File: src/hdl/vfcm_ram.sv
// Generic single-write, single-read RAM with registered read data.
module vfcm_ram #(
  parameter int WIDTH = 1,
  parameter int DEPTH = 64
) (
  input  logic                     clk,
  input  logic                     wr_en,
  input  logic [$clog2(DEPTH)-1:0] wr_addr,
  input  logic [WIDTH-1:0]         wr_data,
  input  logic [$clog2(DEPTH)-1:0] rd_addr,
  output logic [WIDTH-1:0]         rd_data
);

  logic [WIDTH-1:0] mem [DEPTH];
  logic [WIDTH-1:0] rd_data_r;

  always_ff @(posedge clk) begin
    if (wr_en) begin
      mem[wr_addr] <= wr_data;
    end
    rd_data_r <= mem[rd_addr];
  end

  assign rd_data = rd_data_r;

endmodule

File: config.mk
export PLATFORM = sky130hd
export DESIGN_NAME = vfcm_ram
export DESIGN_NICKNAME = d
export VERILOG_FILES = /design/src/hdl/vfcm_ram.sv
export SDC_FILE = /design/constraint.sdc
export NUM_CORES = 1
export LEC_CHECK = 0
export ABC_AREA = 1
export BUFFER_PORTS_ARGS = -buffer_cell sky130_fd_sc_hd__buf_4
export CORE_MARGIN = 4
export CORE_UTILIZATION = 45
export CTS_BUF_LIST = sky130_fd_sc_hd__clkbuf_8
export DETAILED_ROUTE_END_ITERATION = 8
export HOLD_SLACK_MARGIN = 0.03
export PLACE_DENSITY = 0.73
export SYNTH_ARGS = -nofsm -noshare
export SYNTH_HDL_FRONTEND = slang
export SYNTH_SLANG_ARGS = --single-unit
export TNS_END_PERCENT = 20
File: constraint.sdc
create_clock -name clk -period 1.2 [get_ports clk]
set_clock_uncertainty 0.15 [all_clocks]
set_input_delay 0.18 -clock clk [delete_from_list [all_inputs] [get_ports clk]]
set_output_delay 0.18 -clock clk [all_outputs]
set_load 0.03 [all_outputs]
; ---- Word-level counts from Yosys, hierarchy flattened
; Memory sizes are Yosys's and may differ from the RTL's. A register that Yosys moved wholly into a read port is not among the register bits.
; Index checks and enable logic that the tools add are counted.
[word_totals]
reg_bits = 0
ramBits = 64
inputBits = 15
output_inout_bits = 1
elab_cells = 3
memories = 1
[memory_table]
columns = name, words, word_bits, rd, rd_ports_with_merged_regs, wr, line_no
row1 = mem, 64, 1, 1, 1, 1, 14  ; logic [WIDTH-1:0] mem [DEPTH];
[classes]
muxes = 2
[ops]
columns = op, count
row1 = $mux 1, 2

; ---- Depth between registers and ports, before layout
[depth]
depth_word = 2
depth_mapped = 11
ltp_nobuf = 9

; ---- Least setup slack after synthesis
; Ideal clock, no wire load.
[synth_timing]
kind = input -> register
from = in wr_en
to = mem mem[34] (enable)
setup_ns = 0.326
t_arrival_ns = 0.753
required_ns = 0.724
slack_ns = -0.029
cell_stages = 3
path_buffers = 1
cell_sequence = buf_2 > nand3_1 > nor4_1
[synth_between]
elab_chain_len = 2
[synth_rtl]
columns = element, line_no
row1 = start: declaration, 7  ; input logic wr_en,
row2 = $mux 1, 18  ; if (wr_en) begin
row3 = $mux 1 (not written as such), 19  ; mem[wr_addr] <= wr_data;
row4 = end: declaration, 14
; Every way passes these cells.

==> flow_summary.yaml <==
cts:
  cts_buffers: 9
  clock_latency_ns: 0.34
  post_cts_buffers: 0
  ctsHtreeMaxLevel: 3
  cts_tree: "done"
  cts.sinks: 65
  path_clk_slew_ns: 0.08
  cts_root_buf: "clkbuf_8"
  clk_path_buf_depth: 2
layout:
  regArea_mm2: 0.00194
  nets: 382
  n_antenna_cell: 0
  area_delta_synth_final_pct: 22.6
  stdcell_count: 449
  drive_above_1_share: 0.207
  multi_input_comb_area_um2: 976
  nFillCells: 543
timing:
  fin_tns_setup_ns: -0.0261
  final-hold-violation-count: 0
  slew_viol_final: 0
  setup_viol: 1
  relSlewSlack: 0.789
  post-route-min-period_ns: 1.23
  finalWorstSetupSlack_ns: -0.0261
  worst_pin_slew_ns: 0.313
  rsz0062_at_grt: "true"
  fmax_mhz: 816
  min_period_over_period: 1.02
min_path:
  hp-class: "in2reg"
critical_path:
  cp_data_required_time_ns: 1.29
  r2r_setup_slack_ns: -0.03
  end_kind: "register"
  critical_path.top_delay_family: "simple AND/OR/NAND/NOR gates"
  crit_path_top_delay_cell: "edfxtp_1"
  critPathLaunchType: "register"
  max_stage_delay_ns: 0.38
  timing_worst_setup_path_type: "reg2reg"
  path_cells: "nand2_1, nand3_1, nand3_1, nand2_1, nand2_1, nand3_1, nand3_1, nand2_1"
  cp.arrival_ns: 1.32
  path_buf_inv: 0
  path_max_fanout: 1
yosys:
  syn_area_mm2: 0.00305
  synth_seq_area_share: 0.638
  syn_avg_cell_area_um2: 9.70
  synth_warnings: 0
  syn_inst: 314
  syn_nets: 329
  ys_types: 14
  synth_seq_cells: 65
run_status:
  violations: "negative setup slack"
  outcome: "complete, but fails checks"
routing:
  wire_per_inst_um: 15.6
  drtIter0Drc: 165
  detail-route-antenna-nets: 0
  post-route-drc-count: 0
  wl_met2_um: 3280
  wl_met1_um: 2980
  via_per_inst: 5.41
  drt-total-wl_um: 7010
  via_count: 2429
  drtPass1Iterations: 5
  met3_length_um: 535
  top_layer: "met4"
floorplanning:
  fp-row-count: 29
  die_y_um: 90.3
  die_w_um: 90.3
  ios: 16
  die_area_mm2: 0.00815
  initial_core_util: 0.472
  core_mm2: 0.00646
power:
  vdd_ir_drop_max_mv: 0.665
  p_total_uw: 4610
  pwr_density_cell_mw_per_mm2: 1230
  p_leak_uw: 0.00141
global_routing:
  grt_pass1_vias: 2237
  gr-total-overflow: 0
  antenna_found_initial: 0
  grt_max_degree: 33
  gr-usage-all-layers: 0.180
  grt_pass1_wl_um: 11300
run:
  maxCapViolations: 0
place:
  gp_congestion: 0.868
  place_inst: 431
  dp.final_hpwl_um: 4680
  dp_slack_ns: -0.313
  io_buffers: 15
==> per-stage QoR <==
step	hold WS [ns]	area (um2)	util
finish	0.0346	3730	0.578
global route	0.0555	3730	0.578
CTS	0.0308	3700	0.572
detailed placement	0.301	3510	0.543
global placement	0.291	3510	0.543
floorplan	0.129	3050	-
==> worst reg2reg max path, delay by kind of cell (launching register included) <==
kind             cells  cell delay, ns
and+or+nand+nor      8            0.60
DFF                  1            0.38
==> layout make-up <==
cell class,instances,area share
tap,77,0.0258
clock buffer,9,0.0332
sequential,65,0.520
multi-input combinational,221,0.261
inverter,16,0.0174
timing repair buffer,54,0.130
clock inverter,7,0.0124
==> cell families after synthesis <==
logic type             after synthesis  share of synthesized area
flip-flops                          65                      0.638
AND/OR/NAND/NOR                    221                      0.306
buffers and inverters               28                     0.0559
==> synthesized netlist by cell type <==
library cell	instances	area, um2
inv_2	1	3.75
nor3_1	4	20.0
buf_4	3	22.5
buf_6	6	67.6
edfxtp_1	64	1920
dfxtp_1	1	20.0
nand2_1	86	323
nor2_1	61	229
buf_2	3	15.0
nand4_1	5	31.3
nand3_1	61	305
nor4_1	4	25.0
inv_6	1	8.76
inv_1	14	52.6
==> final timing paths <==
| kind | to | depth (start not counted) | start |
|---|---|---|---|
| worst max-delay path | rd_data | 8 | mem[43] |
| worst min-delay path | rd_data | 4 | rd_addr[4] |
| worst max register to register | rd_data | 8 | mem[43] |
| worst min register to register | rd_data | 8 | mem[6] |
==> placed cells by master (no fill, tap or decap), drive strengths merged <==
cell type and n:
buf 52, clkbuf 9, clkinv 5, clkinvlp 1, dfxtp 1, dlygate4sd3 2
edfxtp 64, inv 17, nand2 86, nand3 61, nand4 5, nor2 61
nor3 4, nor4 4
==> power breakdown <==
part / switching (uW) / internal (uW) / leakage (uW)
clock: 856 / 744 / 0.0000847
combinational: 295 / 202 / 0.000738
sequential: 4.45 / 2510 / 0.000584
total: 1160 / 3460 / 0.00141
==> sequential cells by signal (all words and copies together) (netlist names) <==
name     cells
mem         64
rd_data      1
==> routing by layer <==
metal,vias up,track usage
li1,1173,-
met1,1144,0.235
met2,90,0.274
met3,22,0.0342
met4,0,0.117
met5,-,0
==> timing repair <==
item                                   CTS  global route
endpoints found under the hold margin   13             0
hold buffers                             2             0
setup endpoints to repair                1            13
pin swaps                                9            17
resized for setup                        0             8
No activity file was read; power rests on OpenSTA's default activity.
