**src/hdl/vfcm_pkg.sv**
```systemverilog
// Shared types and constants for the voxel face cull mask block.
package vfcm_pkg;

  localparam int COORD_W = 6;
  localparam int NUM_FACES = 6;
  localparam int STEP_W = 3;

  localparam logic CMD_WRITE = 1'b0;
  localparam logic CMD_QUERY = 1'b1;

  localparam logic [STEP_W-1:0] STEP_CENTER = 3'd0;
  localparam logic [STEP_W-1:0] STEP_PX = 3'd1;
  localparam logic [STEP_W-1:0] STEP_NX = 3'd2;
  localparam logic [STEP_W-1:0] STEP_PY = 3'd3;
  localparam logic [STEP_W-1:0] STEP_NY = 3'd4;
  localparam logic [STEP_W-1:0] STEP_PZ = 3'd5;
  localparam logic [STEP_W-1:0] STEP_NZ = 3'd6;

  typedef struct packed {
    logic              load_base;
    logic [STEP_W-1:0] step;
  } agu_ctl_t;

  typedef enum logic [6:0] {
    S_CLR  = 7'b0000001,
    S_IDLE = 7'b0000010,
    S_CALC = 7'b0000100,
    S_WR   = 7'b0001000,
    S_RD   = 7'b0010000,
    S_DRN  = 7'b0100000,
    S_DONE = 7'b1000000
  } state_t;

endpackage

```
**src/hdl/vfcm_agu.sv**
```systemverilog
// Address unit: linear cell index of a voxel and its six neighbors via one add/sub.
module vfcm_agu #(
  parameter int SIDE = 16
) (
  input  logic                              clk,
  input  vfcm_pkg::agu_ctl_t                ctl,
  input  logic signed [vfcm_pkg::COORD_W-1:0] pos_x,
  input  logic signed [vfcm_pkg::COORD_W-1:0] pos_y,
  input  logic signed [vfcm_pkg::COORD_W-1:0] pos_z,
  output logic [$clog2((SIDE+2)*(SIDE+2)*(SIDE+2))-1:0] addr
);

  localparam int EDGE = SIDE + 2;
  localparam int DEPTH = EDGE * EDGE * EDGE;
  localparam int AW = $clog2(DEPTH);
  localparam logic [AW-1:0] OFF_X = AW'(1);
  localparam logic [AW-1:0] OFF_Y = AW'(EDGE);
  localparam logic [AW-1:0] OFF_Z = AW'(EDGE * EDGE);

  logic signed [7:0] x1;
  logic signed [7:0] y1;
  logic signed [7:0] z1;
  logic [AW-1:0]     base_r;
  logic [AW-1:0]     base_nxt;
  logic [AW-1:0]     off;
  logic              sub;

  assign x1 = 8'(pos_x) + 8'sd1;
  assign y1 = 8'(pos_y) + 8'sd1;
  assign z1 = 8'(pos_z) + 8'sd1;

  always_comb begin
    base_nxt = AW'(AW'(z1[6:0]) * OFF_Z) + AW'(AW'(y1[6:0]) * OFF_Y) + AW'(x1[6:0]);
  end

  always_ff @(posedge clk) begin
    if (ctl.load_base) begin
      base_r <= base_nxt;
    end
  end

  always_comb begin
    off = '0;
    sub = 1'b0;
    case (ctl.step)
      vfcm_pkg::STEP_CENTER: begin off = '0;    sub = 1'b0; end
      vfcm_pkg::STEP_PX:     begin off = OFF_X; sub = 1'b0; end
      vfcm_pkg::STEP_NX:     begin off = OFF_X; sub = 1'b1; end
      vfcm_pkg::STEP_PY:     begin off = OFF_Y; sub = 1'b0; end
      vfcm_pkg::STEP_NY:     begin off = OFF_Y; sub = 1'b1; end
      vfcm_pkg::STEP_PZ:     begin off = OFF_Z; sub = 1'b0; end
      vfcm_pkg::STEP_NZ:     begin off = OFF_Z; sub = 1'b1; end
      default:               begin off = '0;    sub = 1'b0; end
    endcase
  end

  assign addr = sub ? (base_r - off) : (base_r + off);

endmodule

```
**config.mk**
```make
export PLATFORM = sky130hd
export DESIGN_NAME = vfcm_agu
export DESIGN_NICKNAME = d
export VERILOG_FILES = /design/src/hdl/vfcm_pkg.sv /design/src/hdl/vfcm_agu.sv
export SDC_FILE = /design/constraint.sdc
export NUM_CORES = 1
export LEC_CHECK = 0
export ABC_AREA = 1
export BUFFER_PORTS_ARGS = -buffer_cell sky130_fd_sc_hd__buf_2
export CAP_MARGIN = 20
export CORE_MARGIN = 5
export CORE_UTILIZATION = 50
export DETAILED_ROUTE_END_ITERATION = 10
export PLACE_DENSITY = 0.7
export SYNTH_ARGS = -nofsm -noshare
export SYNTH_HDL_FRONTEND = slang
export SYNTH_SLANG_ARGS = --single-unit
export TNS_END_PERCENT = 10
```
**constraint.sdc**
```tcl
create_clock -name clk -period 7.26 [get_ports clk]
set_input_delay 1.452 -clock clk [delete_from_list [all_inputs] [get_ports clk]]
set_output_delay 1.452 -clock clk [all_outputs]
set_load 0.05 [all_outputs]
```
# Word-level counts from Yosys, hierarchy flattened
# Index checks and enable logic that the tools add are counted.
[op_classes] n_addsub=7 multipliers=2 eq_ne=6 muxes=3 reduce_logical=4
[ops] op="$pmux W9 S3" count=1
[ops] op="$add A6 B2 Y7 const B" count=3
[ops] op="$add A13 B12 Y13" count=1
[ops] op="$add A13 B13 Y13" count=1
[ops] op="$add A13 B7 Y13" count=1
[ops] op="$mux W13" count=1
[ops] op="$sub A13 B13 Y13" count=1
[ops] op="$mul A7 B4 Y11 const B" count=1
[ops] op="$mul A7 B7 Y11 const B" count=1
[ops] op="$eq A3 B3 Y1 const B" count=3
[ops] op="$eq A3 B2 Y1 const B" count=2
[ops] op="$reduce_or A2 Y1" count=3
[ops] op="$eq A3 B1 Y1 const B" count=1
[ops] op="$reduce_or A3 Y1" count=1
[ops] op="$mux W1" count=1
[word_totals] regBits=13 inputBits=23 out_inout_bits=13

# Longest topological paths before layout
# Gate-level depths: netlist of run 1.
[logic_depth] ltp_word=5 mapped_depth=21 depth_no_buf=21

# Worst setup path before layout of run 1
# Ideal clock, no wire load.
[synth_path] kind="input-to-output" from="input port ctl[2] (netlist bit)" to="output port addr[9]" arrival_time_ps=4004 slack_ps=1804 path_stages=17 path_buffers=0 path_cell_list="inv_2 nand3_1 nand2_2 inv_1 ha_1 ha_1 xor2_1 nand2_1 nand2_1 ha_1 a21oi_1 o21ai_1 inv_1 nand2_1 nand2_1 nand2_1 xor2_1"
[synth_between] elab_chain_len=5
[synth_lines] item="from (decl)" line_no="vfcm_agu.sv:6" source="input vfcm_pkg::agu_ctl_t ctl,"
[synth_lines] item="$eq A3 B3 Y1, or another cell as far along" line_no="vfcm_agu.sv:45" source="case (ctl.step)"
[synth_lines] item="$reduce_or A2 Y1 (no line)"
[synth_lines] item="$pmux W9 S3" line_no="vfcm_agu.sv:45"
[synth_lines] item="$add A13 B13 Y13 or $sub A13 B13 Y13 (tied branches)" line_no="vfcm_agu.sv:57" source="assign addr = sub ? (base_r - off) : (base_r + off);"
[synth_lines] item="$mux W13 (*)" line_no="vfcm_agu.sv:57"
[synth_lines] item="to (decl)" line_no="vfcm_agu.sv:10" source="output logic [$clog2((SIDE+2)*(SIDE+2)*(SIDE+2))-1:0] addr"
# Every way passes the cells marked *; elsewhere a longest branch is shown, timed or not.

# Final worst setup path of run 1
[layout_path] from="input port ctl[1] (netlist bit)" to="output port addr[9]"
# Same word-level chain as after synthesis.

==> results_dict.tcl, run 1 <==
set metrics [dict create \
    syn_area_per_cell_um2 7.25 \
    end_kind "output pin" \
    overflow 0 \
    core-area_um2 5510 \
    rows 27 \
    dieHeight_um 85.4 \
    cts_resized 0 \
    wl_per_cell_um 10.9 \
    seq_area_frac_synth_pct 13.7 \
    setup_tns_ns 0 \
    h-tree-depth 1 \
    finalSetupViolations 0 \
    io_buffers 35 \
    drv_cap 0 \
    fin_area_um2 3150 \
    timing.fmax_mhz 183 \
    min_period_ns 5.45 \
    max_stage_delay_ns 0.31 \
    cp_common_cell "nand2_1" \
    holdWs_ns 1.47 \
    worst_slack_ns 1.81 \
    antenna_found_initial 0 \
    start_util_pct 51.6 \
    vias 2504 \
    synth_area_um2 2840 \
    postCtsSetupBuffers 0 \
    ioPinCount 36 \
    hold_buffers 0 \
    drive_gt1_share_pct 11.8 \
    fin_util_pct 57.2 \
    top_register "base_r" \
    yosysWarningCount 0 \
    route.detailed.drc 0 \
    power.density_nw_per_um2 386 \
    ys_seq_elements 13 \
    grt_usage_pct 15.2 \
    cp.required_ns 5.81 \
    worst-path-max-fanout 6 \
    antenna_cells 0 \
    tightest_slew_ns 0.383 \
    min_path_type "input pin to register" \
    path_cells "buf_2 -> inv_2 -> nand3_2 -> nand2_2 -> inv_1 -> ha_1 -> ha_1 -> o21bai_1 -> ha_1 -> a21oi_1 -> nand2_1 -> nand2_1 -> nand2_1 -> nand2_1 -> nand2_1 -> xor2_1 -> buf_2" \
    p_leak_uw 0.00179 \
    final_nets 519 \
    grt_first_pass_wirelength_um 9430 \
    initialDrtViolationCount 52 \
    cp-start-kind "input pin" \
    crit_buf_inv 4 \
    dieArea_um2 7290 \
    largest_register_ff_count 13 \
    synth_cell_types 29 \
    clkTransAtPathRegs_ns 0.05 \
    synthCells 392 \
    rsz0062_at_grt "no" \
    area_delta_synth_final_pct 10.9 \
    criticalPathCategory "input pin to output pin" \
    numCtsBuffers 3 \
    placed_area_um2 3110 \
    clockBufferDepth 2 \
    routed_wl_um 5480 \
    ir_drop_mv 0.490 \
    arrival_ns 4.00 \
    dr.pass1.iters 4 \
    ant_nets 0 \
    mappedNetlistNets 479 \
    critical_path.top_delay_family "adder cells" \
    gp_congestion 0.834 \
    cts.sinks 13 \
    grt_max_degree 14 \
    cts_tree "built" \
    slew_violations 0 \
    report.final.hold_viol_count 0 \
    timing.final.crit_share_pct 75.1 \
    via_per_inst 4.98 \
    grt_pass1_vias 2344 \
    ctsRootBufferMaster "clkbuf_8" \
    relSlewSlack_pct 74.2 \
    reg_top3 "base_r: 13 flops" \
    die_x_um 85.4 \
    crit_path_top_delay_cell "ha_1" \
    dp_slack_ns 1.82 \
    outcome "finished, final reports clean" \
    dp_hpwl_um 5060 \
]
power by group:
group / total, uW / switching, uW / internal, uW
Clock: 60.7 / 22.3 / 38.5
Sequential: 152 / 12.1 / 140
Combinational: 1000 / 680 / 324
cell families (layout without fill, tap and decap cells):
| group | Yosys count | after routing | share of synthesized area (%) |
|---|---|---|---|
| xor+xnor | 37 | 37 | 12.1 |
| compound gates | 38 | 38 | 7.75 |
| fa+ha+maj | 64 | 64 | 30.6 |
| simple gates | 164 | 164 | 25.8 |
| buf+inv | 76 | 115 | 10.0 |
| flops | 13 | 13 | 13.7 |
stage by stage:
stage,std cells,total power [uW]
final,503,1220
after floorplan,392,962
after detailed placement,499,1160
after global placement,499,1140
after CTS,503,1230
after global routing,503,1340
cell type report:
class	instances	area, um2
Clock buffer	4	45.0
Fill cell	538	2360
Inverter	76	285
Multi-Input combinational cell	303	2160
Sequential cell	13	390
Tap cell	72	90.1
Timing Repair Buffer	35	175
Yosys cell counts (all sizes together):
master / instances / share of area [%]
xnor2: 6 / 2.5
o21ai: 14 / 2.6
a31oi: 1 / 0.22
a21boi: 2 / 0.53
inv: 76 / 10
fa: 9 / 6.3
a21o: 1 / 0.26
nor2: 20 / 2.9
nand2: 97 / 13
xor2: 31 / 9.6
a21oi: 18 / 3.6
nand4: 4 / 0.88
nand3b: 6 / 2.0
nand3: 34 / 6.3
ha: 55 / 24
nor3: 2 / 0.35
o221ai: 1 / 0.31
edfxtp: 13 / 14
o21bai: 1 / 0.26
or2: 1 / 0.22
placed cells by master, fill, tap and decap left out, types with 3 or more instances in the layout:
cell type | Yosys | routed
xor2_1 | 31 | 31
clkbuf_8 | 0 | 3
buf_2 | 0 | 35
o21ai_0 | 12 | 12
ha_1 | 55 | 55
nand2_1 | 94 | 94
inv_2 | 3 | 3
nand3_1 | 32 | 32
a21oi_1 | 17 | 17
inv_1 | 73 | 73
nand2_2 | 3 | 3
nand4_1 | 4 | 4
nand3b_1 | 5 | 5
nor2_1 | 19 | 19
xnor2_1 | 5 | 5
fa_1 | 9 | 9
edfxtp_1 | 13 | 13
path summary, 6_finish.rpt:
check  cells past startpoint  startpoint             endpoint
max                       17      ctl[1]              addr[9]
min                        2    pos_x[0]  base_r[0]$_DFFE_PP_
layer usage:
layer | vias up | GRT usage, % | wire length [um]
met5 | - | 0 | 0
met4 | 0 | 2.88 | 17
met3 | 2 | 1.07 | 129
met2 | 27 | 29.4 | 2880
met1 | 1123 | 18.3 | 2460
li1 | 1352 | - | -
No activity file was read; power rests on OpenSTA's default activity.
==> run 2, diff against run 1 <==
==> constraint.sdc (replaced) <==
create_clock -name clk -period 5.3 [get_ports clk]
set_input_delay 1.06 -clock clk [delete_from_list [all_inputs] [get_ports clk]]
set_output_delay 1.06 -clock clk [all_outputs]
set_load 0.05 [all_outputs]
==> results_dict.tcl, run 2 (synthesis results as in run 1) <==
set metrics [dict create \
    outcome "finished, final reports clean" \
    dr.pass1.iters 4 \
    top_register "base_r" \
    gp_congestion 0.818 \
    h-tree-depth 1 \
    ir_drop_mv 0.541 \
    multi_input_area_um2 2160 \
    dp_slack_ns 0.566 \
    final_nets 519 \
    place_inst 499 \
    worst_slack_ns 0.585 \
    cts_tree "built" \
    initialDrtViolationCount 94 \
    critical_path.top_delay_family "simple AND/OR/NAND/NOR gates" \
    max_stage_delay_ns 0.34 \
    worst-path-max-fanout 8 \
    final_common_cell "nand2_1" \
    cp.required_ns 4.24 \
    hold_buffers 0 \
    overflow 0 \
    route.detailed.drc 0 \
    dieArea_um2 7290 \
    die_x_um 85.4 \
    drv_cap 0 \
    p_total_uw 1670 \
    layout_common_cells "nand2_1 (94), inv_1 (73), ha_1 (55)" \
    grt_first_pass_wirelength_um 9290 \
    antenna_found_initial 0 \
    arrival_ns 3.66 \
    hold_path_depth 2 \
    p_leak_uw 0.00179 \
    rsz0062_at_grt "no" \
    finalSetupViolations 0 \
    cp-start-kind "input pin" \
    reg_top3 "base_r: 13 flops" \
    via_per_inst 4.97 \
    crit_cells 20 \
    min_period_ns 4.72 \
    hold_start "pos_x[0]" \
    cts_resized 0 \
    timing.final.crit_share_pct 89.0 \
    criticalPathCategory "input pin to output pin" \
    power.density_nw_per_um2 532 \
    cts.sinks 13 \
    area_delta_synth_final_pct 10.9 \
    grt_pass1_vias 2262 \
    crit_buf_inv 5 \
    numCtsBuffers 3 \
    path_cells "buf_2 -> inv_2 -> nand3_1 -> nand2_2 -> inv_1 -> ha_1 -> ha_1 -> xor2_1 -> nand2_1 -> nand2_1 -> ha_1 -> inv_1 -> nor3_1 -> nand2_1 -> nand3_1 -> nand2_1 -> nand2_1 -> nand2_1 -> nand2_1 -> buf_2" \
    drive_gt1_share_pct 11.8 \
    slew_violations 0 \
    min_path_type "input pin to register" \
    rows 27 \
    report.final.hold_viol_count 0 \
    core-area_um2 5510 \
    ioPinCount 36 \
    dieHeight_um 85.4 \
    relSlewSlack_pct 75.8 \
    ctsRootBufferMaster "clkbuf_8" \
    cp_common_cell "nand2_1" \
    wl_met1_um 2440 \
    ant_nets 0 \
    dr.max_layer_used "met4" \
    route.met3.wl_um 126 \
    io_buffers 35 \
    start_util_pct 51.6 \
    postCtsSetupBuffers 0 \
    hold_path_end "base_r[0]$_DFFE_PP_" \
    grt_usage_pct 15.1 \
    antenna_cells 0 \
    clockBufferDepth 2 \
    timing.fmax_mhz 212 \
    vias 2498 \
    routed_wl_um 5480 \
    grt_max_degree 14 \
    tightest_slew_ns 0.362 \
    wl_per_cell_um 10.9 \
    dp_hpwl_um 5060 \
    setup_tns_ns 0 \
    n_fill_cell 531 \
    crit_path_top_delay_cell "ha_1" \
    seqCellArea_um2 390 \
    stdcell_count 503 \
    wl_met2_um 2790 \
    largest_register_ff_count 13 \
    end_kind "output pin" \
    clkTransAtPathRegs_ns 0.05 \
]
-- run 2: cell counts in the layout (fill, tap and decap cells not counted) --
No cell type changed its count.
-- run 2: worst max path at each step --
stage                          end    from  slack, ns
after global placement    addr[10]  ctl[2]       0.61
final                     addr[10]  ctl[2]       0.58
after CTS                 addr[10]  ctl[2]       0.56
after global routing      addr[10]  ctl[2]       0.30
after floorplan            addr[9]  ctl[2]       0.63
after detailed placement  addr[10]  ctl[2]       0.57
-- run 2: layout make-up --
class,instances,share of cell area (%)
flip-flops and latches,13,12.4
well taps,72,2.86
clock buffers,4,1.43
inverters,76,9.05
repair buffers,35,5.56
multi-input cells,303,68.7
-- run 2: report_power, final --
group / switching [uW] / internal [uW]
Combinational: 939 / 445
Sequential: 16.2 / 192
Clock: 30.0 / 52.7
-- run 2: per-stage QoR --
stage	util, %	area [um2]	hold WS (ns)
5_1_grt	57.2	3150	1.09
6_report	57.2	3150	1.08
4_1_cts	57.2	3150	1.08
2_1_floorplan	-	2840	1.17
3_5_place_dp	56.4	3110	1.32
3_3_place_gp	56.4	3110	1.32
-- run 2: layer usage --
| metal | track usage, % | vias up |
|---|---|---|
| li1 | - | 1345 |
| met1 | 18.8 | 1110 |
| met2 | 27.8 | 35 |
| met3 | 0.680 | 8 |
| met4 | 4.46 | 0 |
| met5 | 0 | - |
==> run 3, diff against run 2 <==
==> constraint.sdc (replaced) <==
create_clock -name clk -period 6 [get_ports clk]
set_input_delay 1.2 -clock clk [delete_from_list [all_inputs] [get_ports clk]]
set_output_delay 1.2 -clock clk [all_outputs]
set_load 0.05 [all_outputs]
==> results_dict.tcl, run 3 (synthesis results as in run 1) <==
set metrics [dict create \
    ir_drop_mv 0.631 \
    report.final.hold_viol_count 0 \
    p_total_uw 1470 \
    rows 27 \
    numCtsBuffers 3 \
    end_kind "output pin" \
    io_buffers 35 \
    timing.final.crit_share_pct 82.6 \
    min_period_ns 4.96 \
    postCtsSetupBuffers 0 \
    grt_first_pass_wirelength_um 9040 \
    overflow 0 \
    drive_gt1_share_pct 11.8 \
    slew_violations 0 \
    grt_pass1_vias 2282 \
    placed_area_um2 3110 \
    largest_register_ff_count 13 \
    cts_resized 0 \
    via_per_inst 5.00 \
    h-tree-depth 1 \
    dr.pass1.iters 4 \
    grt_usage_pct 14.7 \
    cts.sinks 13 \
    rsz0062_at_grt "no" \
    reg_top3 "base_r: 13 flops" \
    n_fill_cell 545 \
    grt_max_degree 14 \
    worst-path-max-fanout 6 \
    gp_congestion 0.834 \
    antenna_cells 0 \
    start_util_pct 51.6 \
    ant_nets 0 \
    clockBufferDepth 2 \
    core-area_um2 5510 \
    top_register "base_r" \
    final_common_cell "nand2_1" \
    routed_wl_um 5440 \
    finalSetupViolations 0 \
    ioPinCount 36 \
    fin_area_um2 3150 \
    clkTransAtPathRegs_ns 0.05 \
    wl_per_cell_um 10.8 \
    relSlewSlack_pct 73.9 \
    arrival_ns 3.76 \
    area_delta_synth_final_pct 10.9 \
    worst_slack_ns 1.04 \
    seqCellArea_um2 390 \
    dp_hpwl_um 4980 \
    route.detailed.drc 0 \
    initialDrtViolationCount 37 \
    layout_common_cells "nand2_1 (94), inv_1 (73), ha_1 (55)" \
    multi_input_area_um2 2160 \
    setup_tns_ns 0 \
    p_leak_uw 0.00179 \
    cts_tree "built" \
    power.density_nw_per_um2 468 \
    outcome "finished, final reports clean" \
    min_path_type "input pin to register" \
    place_inst 499 \
    vias 2514 \
    stdcell_count 503 \
    final_nets 519 \
    timing.fmax_mhz 202 \
    hold_buffers 0 \
    cp.required_ns 4.80 \
    dieArea_um2 7290 \
    criticalPathCategory "input pin to output pin" \
    tightest_slew_ns 0.387 \
    ctsRootBufferMaster "clkbuf_8" \
    dieHeight_um 85.4 \
    antenna_found_initial 0 \
    dp_slack_ns 1.07 \
    cp-start-kind "input pin" \
    die_x_um 85.4 \
    drv_cap 0 \
]
## run 3: cell counts in the layout (fill, tap and decap cells not counted)
No cell type changed its count.
## run 3: worst paths after layout
kind | end | slack (ns) | cells after the start | startpoint
min | base_r[0]$_DFFE_PP_ | 1.22 | 2 | pos_x[0]
max | addr[9] | 1.04 | 17 | ctl[1]
## run 3: worst max-delay path, stage by stage
cell and delay (ns):
buf_2 0.12, inv_2 0.09, nand3_2 0.12, nand2_2 0.12
inv_1 0.05, ha_1 0.20, ha_1 0.27, o21bai_1 0.17
ha_1 0.31, a21oi_1 0.23, nand2_1 0.15, nand2_1 0.09
nand2_1 0.08, nand2_1 0.07, nand2_1 0.05, xor2_1 0.13
buf_2 0.28
## run 3: final cells by class
cell class	instances	share of cell area (%)
multi-input combinational	303	68.7
sequential	13	12.4
inverter	76	9.05
timing repair buffer	35	5.56
tap	72	2.86
clock buffer	4	1.43
## run 3: routing by layer
layer / share of wire [%] / GRT usage [%] / vias up
met4: 0.92 / 3.31 / 0
met5: 0 / 0 / -
met3: 2.4 / 0.777 / 6
li1: - / - / 1353
met2: 52 / 29.0 / 30
met1: 44 / 17.0 / 1125
## run 3: per-stage QoR
stage / util [%] / hold WS, ns
floorplan: - / 1.31
finish: 57.2 / 1.22
global placement: 56.4 / 1.46
global route: 57.2 / 1.24
CTS: 57.2 / 1.22
detailed placement: 56.4 / 1.46
## run 3: power breakdown
group | total (uW) | internal [uW] | switching (uW)
Clock | 74.1 | 46.6 | 27.5
Combinational | 1210 | 392 | 823
Sequential | 184 | 169 | 14.9
